==> src/sv/mat3_inverse_defines.svh <==
// assertion helpers shared by the mat3_inverse rtl
`ifndef MAT3_INVERSE_DEFINES_SVH
`define MAT3_INVERSE_DEFINES_SVH
`ifndef NO_ASSERTIONS
`define MI3_ASSERT(label, prop) \
    label: assert property (@(posedge clk) disable iff (!rst_n) prop) \
        else $error("mat3_inverse: check failed");
`define MI3_ASSERT_IMPL(label, ante, cons) \
    `MI3_ASSERT(label, (ante) |-> (cons))
`else
`define MI3_ASSERT(label, prop)
`define MI3_ASSERT_IMPL(label, ante, cons)
`endif
`endif

==> src/sv/mi3_pkg.sv <==
package mi3_pkg;

    localparam int unsigned N_ELEM     = 9;
    localparam int unsigned N_ROW      = 3;
    localparam int unsigned ELEM_W     = 16;
    localparam int unsigned PROD_W     = 2 * ELEM_W;
    localparam int unsigned ADJ_W      = PROD_W + 1;
    localparam int unsigned TERM_W     = ELEM_W + ADJ_W;
    localparam int unsigned DET_W      = TERM_W;
    localparam int unsigned DMAG_W     = DET_W - 1;
    localparam int unsigned AMAG_W     = ADJ_W - 1;
    localparam int unsigned FRAC_SHIFT = 28;
    localparam int unsigned NUM_W      = AMAG_W + FRAC_SHIFT;
    localparam int unsigned QUO_W      = 32;
    localparam int unsigned OUT_W      = 32;
    localparam int unsigned PASS_SHIFT = 4;
    localparam int unsigned EXT_W      = OUT_W - ELEM_W - PASS_SHIFT;

    // pipeline depths in register stages
    localparam int unsigned COF_LAT   = 5;
    localparam int unsigned LANE_LAT  = QUO_W + 4;
    localparam int unsigned TOTAL_LAT = COF_LAT + LANE_LAT + 1;

    typedef logic [ELEM_W-1:0]        elem_t;
    typedef elem_t [N_ELEM-1:0]       mat_t;
    typedef logic signed [PROD_W-1:0] prod_t;
    typedef logic signed [ADJ_W-1:0]  adj_t;
    typedef adj_t [N_ELEM-1:0]        adj_mat_t;
    typedef logic signed [TERM_W-1:0] term_t;
    typedef logic signed [TERM_W+1:0] dsum_t;
    typedef logic signed [DET_W-1:0]  det_t;
    typedef logic [DMAG_W-1:0]        dmag_t;
    typedef logic [AMAG_W-1:0]        amag_t;
    typedef logic [NUM_W-1:0]         num_t;
    typedef logic [QUO_W-1:0]         quo_t;
    typedef logic [OUT_W-1:0]         out_t;
    typedef out_t [N_ELEM-1:0]        res_mat_t;

    typedef struct packed {
        dmag_t det_mag;
        logic  det_neg;
        logic  det_zero;
    } det_info_t;

    localparam out_t SAT_POS = 32'h7FFF_FFFF;
    localparam out_t SAT_NEG = 32'h8000_0000;

    // adjugate entry k = m[PA]*m[PB] - m[NA]*m[NB], transpose and sign folded in
    localparam int unsigned ADJ_PA [N_ELEM] = '{4, 2, 1, 5, 0, 2, 3, 1, 0};
    localparam int unsigned ADJ_PB [N_ELEM] = '{8, 7, 5, 6, 8, 3, 7, 6, 4};
    localparam int unsigned ADJ_NA [N_ELEM] = '{5, 1, 2, 3, 2, 0, 4, 0, 1};
    localparam int unsigned ADJ_NB [N_ELEM] = '{7, 8, 4, 8, 6, 5, 6, 7, 3};

endpackage

==> src/sv/mi3_merge.sv <==
module mi3_merge (
    input  logic              clk,
    input  logic              rst_n,
    input  logic              vld,
    input  logic              sing,
    input  mi3_pkg::mat_t     elem,
    input  mi3_pkg::res_mat_t lane_res,
    output logic              done,
    output logic              singular,
    output mi3_pkg::res_mat_t res
);

    logic              done_reg;
    logic              sing_reg;
    mi3_pkg::res_mat_t res_reg;
    mi3_pkg::res_mat_t res_next;

    // a zero determinant passes the input through, Q4.12 widened to Q16.16
    always_comb
    begin
        for (int k = 0; k < mi3_pkg::N_ELEM; k++)
        begin
            if (sing)
                res_next[k] = {{mi3_pkg::EXT_W{elem[k][mi3_pkg::ELEM_W-1]}}, elem[k],
                               {mi3_pkg::PASS_SHIFT{1'b0}}};
            else
                res_next[k] = lane_res[k];
        end
    end

    always_ff @(posedge clk or negedge rst_n)
    begin
        if (!rst_n)
            done_reg <= 1'b0;
        else
            done_reg <= vld;
    end

    always_ff @(posedge clk)
    begin
        sing_reg <= sing;
        res_reg  <= res_next;
    end

    assign done     = done_reg;
    assign singular = sing_reg;
    assign res      = res_reg;

endmodule

==> config.mk <==
export PLATFORM = sky130hd
export DESIGN_NAME = mi3_merge
export DESIGN_NICKNAME = d
export VERILOG_FILES = /design/src/sv/mat3_inverse_defines.svh /design/src/sv/mi3_pkg.sv /design/src/sv/mi3_merge.sv
export SDC_FILE = /design/constraint.sdc
export NUM_CORES = 1
export LEC_CHECK = 0
export ABC_AREA = 1
export BUFFER_PORTS_ARGS = -buffer_cell sky130_fd_sc_hd__buf_2
export CORE_AREA = 3 3 283 285
export CTS_CLUSTER_SIZE = 40
export DETAILED_ROUTE_END_ITERATION = 10
export DIE_AREA = 0 0 286 288
export SETUP_SLACK_MARGIN = 0.1
export SLEW_MARGIN = 10
export SYNTH_ARGS = -nofsm -noshare
export SYNTH_HDL_FRONTEND = slang
export SYNTH_SLANG_ARGS = --single-unit
==> constraint.sdc <==
create_clock -name clk -period 0.8 [get_ports clk]
set_input_delay 0.08 -clock clk [delete_from_list [all_inputs] [get_ports clk]]
set_output_delay 0.08 -clock clk [all_outputs]
set_load 0.02 [all_outputs]
==> flow_results.xml <==
<?xml version="1.0" encoding="UTF-8"?>
<metrics>
  <group name="outcome">
    <metric name="run_status" unit="">finished, violations left</metric>
    <metric name="failed_checks" unit="">negative setup slack</metric>
  </group>
  <group name="sta">
    <metric name="fmax" unit="MHz">895</metric>
    <metric name="grt_setup_unrepaired" unit="">true</metric>
    <metric name="finalMaxSlewViolations" unit="">0</metric>
    <metric name="timing.final.hold_violations" unit="">0</metric>
    <metric name="worst_slew_pin_slew" unit="ns">0.313</metric>
    <metric name="finalCriticalPeriod" unit="ns">1.12</metric>
    <metric name="slew_headroom" unit="%">79.1</metric>
    <metric name="finalSetupViolCount" unit="">290</metric>
    <metric name="final_min_period_over_clock_period" unit="%">140</metric>
    <metric name="fin_ws" unit="ns">-0.318</metric>
  </group>
  <group name="clock_network">
    <metric name="cts_tree" unit="">yes</metric>
    <metric name="cts_buffer_depth" unit="">3</metric>
    <metric name="clock-root-buffer" unit="">clkbuf_16</metric>
    <metric name="cts_inserted_buffers" unit="">34</metric>
    <metric name="htree_num_levels" unit="">2</metric>
    <metric name="post-cts-setup-buffer-count" unit="">0</metric>
    <metric name="worst_setup_hold_path_clk_slew" unit="ns">0.06</metric>
    <metric name="cts_num_sinks" unit="">290</metric>
  </group>
  <group name="grt">
    <metric name="grt_max_degree" unit="">27</metric>
    <metric name="first_global_vias" unit="">13400</metric>
    <metric name="antenna_found_initial" unit="">6</metric>
    <metric name="globalRoute.totalOverflow" unit="">0</metric>
    <metric name="global_route_wire_length_before_repair" unit="mm">76.5</metric>
    <metric name="gr-usage-all-layers" unit="%">12.1</metric>
  </group>
  <group name="yosys">
    <metric name="post_synth_main_area_contributors" unit="">dfxtp_1 65%, nand2_1 27%, buf_2 2.0%</metric>
    <metric name="ys_seq_area_share" unit="%">65.3</metric>
    <metric name="netlist_top_cells_count" unit="">648 x nand2_1, 289 x dfxtp_1, 36 x inv_1, 36 x nor2_1, 35 x buf_2</metric>
    <metric name="synth_seq_cells" unit="">290</metric>
    <metric name="synth-edff-count" unit="">0</metric>
    <metric name="synthesis.area_per_instance" unit="sq um">8.34</metric>
    <metric name="synth.net_count" unit="">1503</metric>
    <metric name="synth_area_leader_cell" unit="">dfxtp_1</metric>
    <metric name="yosysTopAreaCellShare" unit="%">65.0</metric>
    <metric name="yosys_warnings" unit="">0</metric>
    <metric name="synth.distinct_cells" unit="">9</metric>
    <metric name="synth_cells" unit="">1067</metric>
    <metric name="synth_ff_type" unit="">dfxtp_1</metric>
    <metric name="post_synth_instance_area" unit="sq um">8900</metric>
    <metric name="yosysMostFrequentCell" unit="">nand2_1</metric>
    <metric name="synth-async-reset-ratio" unit="%">0.345</metric>
  </group>
  <group name="drt">
    <metric name="viasPerCell" unit="">3.57</metric>
    <metric name="routed_wl" unit="mm">53.3</metric>
    <metric name="via_count" unit="">11900</metric>
    <metric name="post_drt_wl_per_cell" unit="um">16.0</metric>
    <metric name="drt_first_iter_violations" unit="">459</metric>
    <metric name="detail_route.drc_violations" unit="">0</metric>
    <metric name="drt_first_pass_iters" unit="">5</metric>
    <metric name="route.antenna.remaining_nets" unit="">0</metric>
  </group>
  <group name="final_layout">
    <metric name="multiInputGateArea" unit="sq um">2570</metric>
    <metric name="layout-drive-gt1-share" unit="%">49.4</metric>
    <metric name="finalNetCount" unit="">2705</metric>
    <metric name="number_of_flip_flops_in_the_largest_register" unit="">288</metric>
    <metric name="area_growth_syn_to_layout" unit="%">145</metric>
    <metric name="area.sequential" unit="sq um">6190</metric>
    <metric name="nFillCells" unit="">7602</metric>
  </group>
  <group name="critical_path">
    <metric name="cp_num_buf_inv" unit="">1</metric>
    <metric name="crit_arrival" unit="ns">1.04</metric>
    <metric name="crit_type" unit="">flip-flop to output port</metric>
    <metric name="slowest_stage" unit="">dfrtp_1</metric>
    <metric name="critical_path.startpoint_type" unit="">flip-flop</metric>
    <metric name="crit_path_max_incr_delay" unit="ns">0.38</metric>
    <metric name="end_kind" unit="">output port</metric>
    <metric name="critPathLaunch" unit="">done$_DFF_PN0_</metric>
    <metric name="path_max_fanout" unit="">1</metric>
    <metric name="critical-path-top-delay-family" unit="">flip-flops</metric>
    <metric name="worstPathRequired" unit="ns">0.72</metric>
    <metric name="crit_chain" unit="">buf_6</metric>
  </group>
  <group name="die">
    <metric name="core_region_area" unit="sq um">77600</metric>
    <metric name="design.die.area" unit="sq um">82400</metric>
    <metric name="die_h" unit="um">288</metric>
    <metric name="floorplan.initialDensity" unit="%">11.5</metric>
    <metric name="dieWidth" unit="um">286</metric>
    <metric name="ioPinCount" unit="">726</metric>
    <metric name="placementRows" unit="">102</metric>
  </group>
  <group name="min_path">
    <metric name="hp-class" unit="">input port to flip-flop</metric>
    <metric name="worst_hold_startpoint" unit="">sing</metric>
  </group>
  <group name="pwr">
    <metric name="vdd.ir_drop.worst" unit="mV">1.61</metric>
    <metric name="fin_total_pwr" unit="mW">41.3</metric>
    <metric name="power.static_leakage" unit="nW">11.0</metric>
    <metric name="pwr_per_cell_area" unit="nW/um^2">1890</metric>
  </group>
  <group name="place">
    <metric name="port_buffers" unit="">725</metric>
    <metric name="final_weighted_congestion_of_routability_driven_global_placement" unit="">0.830</metric>
    <metric name="placement.setup.worst_slack" unit="ns">-0.112</metric>
    <metric name="hpwl" unit="mm">32.5</metric>
  </group>
  <group name="run">
    <metric name="cap_violations" unit="">0</metric>
  </group>
</metrics>
[layer usage]
| layer | wire (um) | GRT usage (%) |
|---|---|---|
| met3 | 5600 | 4.53 |
| met1 | 17600 | 11.3 |
| met4 | 3510 | 8.11 |
| met2 | 26600 | 22.0 |
| met5 | 23 | 0 |
[repair_timing]
| action | CTS | global route |
|---|---|---|
| gates resized for setup | 875 | 4 |
| endpoints found under the setup margin | 290 | 305 |
| hold buffers | 436 | 1 |
| hold endpoints to repair | 290 | 3 |
[through the flow]
stage	TNS [ns]	utilization [%]	hold WS, ns	cells	cell area (sq um)
after floorplan	0	-	-0.216	1067	8950
after global placement	-12.65	18.2	-0.145	2837	14100
after detailed placement	-14.32	18.2	-0.142	2837	14100
after CTS	-89.68	28.1	-0.0415	3332	21800
after global routing	-87.09	28.1	0.0114	3334	21800
final	-73.30	28.1	0.00748	3334	21800
[final cells by class]
class | count | share of cell area (%)
repair buffers | 1222 | 47.9
flip-flops and latches | 290 | 28.4
multi-input cells | 684 | 11.8
well taps | 1040 | 5.97
clock buffers | 52 | 4.92
inverters | 37 | 0.671
clock inverters | 7 | 0.304
diodes | 2 | 0.0230
[report_power, final]
part / internal, mW / switching (mW)
Clock: 9.55 / 6.34
Combinational: 4.87 / 4.12
Sequential: 15.8 / 0.646
[placed cells by master (no fill, tap or decap), types with 2 or more instances in the layout]
| cell type | count |
|---|---|
| clkbuf_8 | 9 |
| nand2_2 | 2 |
| nor2_1 | 36 |
| clkbuf_1 | 6 |
| clkbuf_16 | 37 |
| clkinv_2 | 4 |
| dlygate4sd3_1 | 434 |
| dfxtp_2 | 283 |
| buf_6 | 291 |
| dfxtp_4 | 6 |
| inv_1 | 36 |
| diode_2 | 2 |
| buf_12 | 15 |
| buf_4 | 46 |
| nand2_1 | 646 |
| buf_2 | 434 |
[kinds of logic after synthesis]
family        synth area share [%]
simple gates                  28.8
buf+inv                       5.90
flops                         65.3
[final timing paths]
check | endpoint | slack (ns) | cells after the start
min | res[264]$_DFF_P_ | 0.007 | 4
max in group asynchronous | done$_DFF_PN0_ | 0.31 | 3
min in group asynchronous | done$_DFF_PN0_ | 0.39 | 3
max | done | -0.32 | 1
No activity file was read; power rests on OpenSTA's default activity.
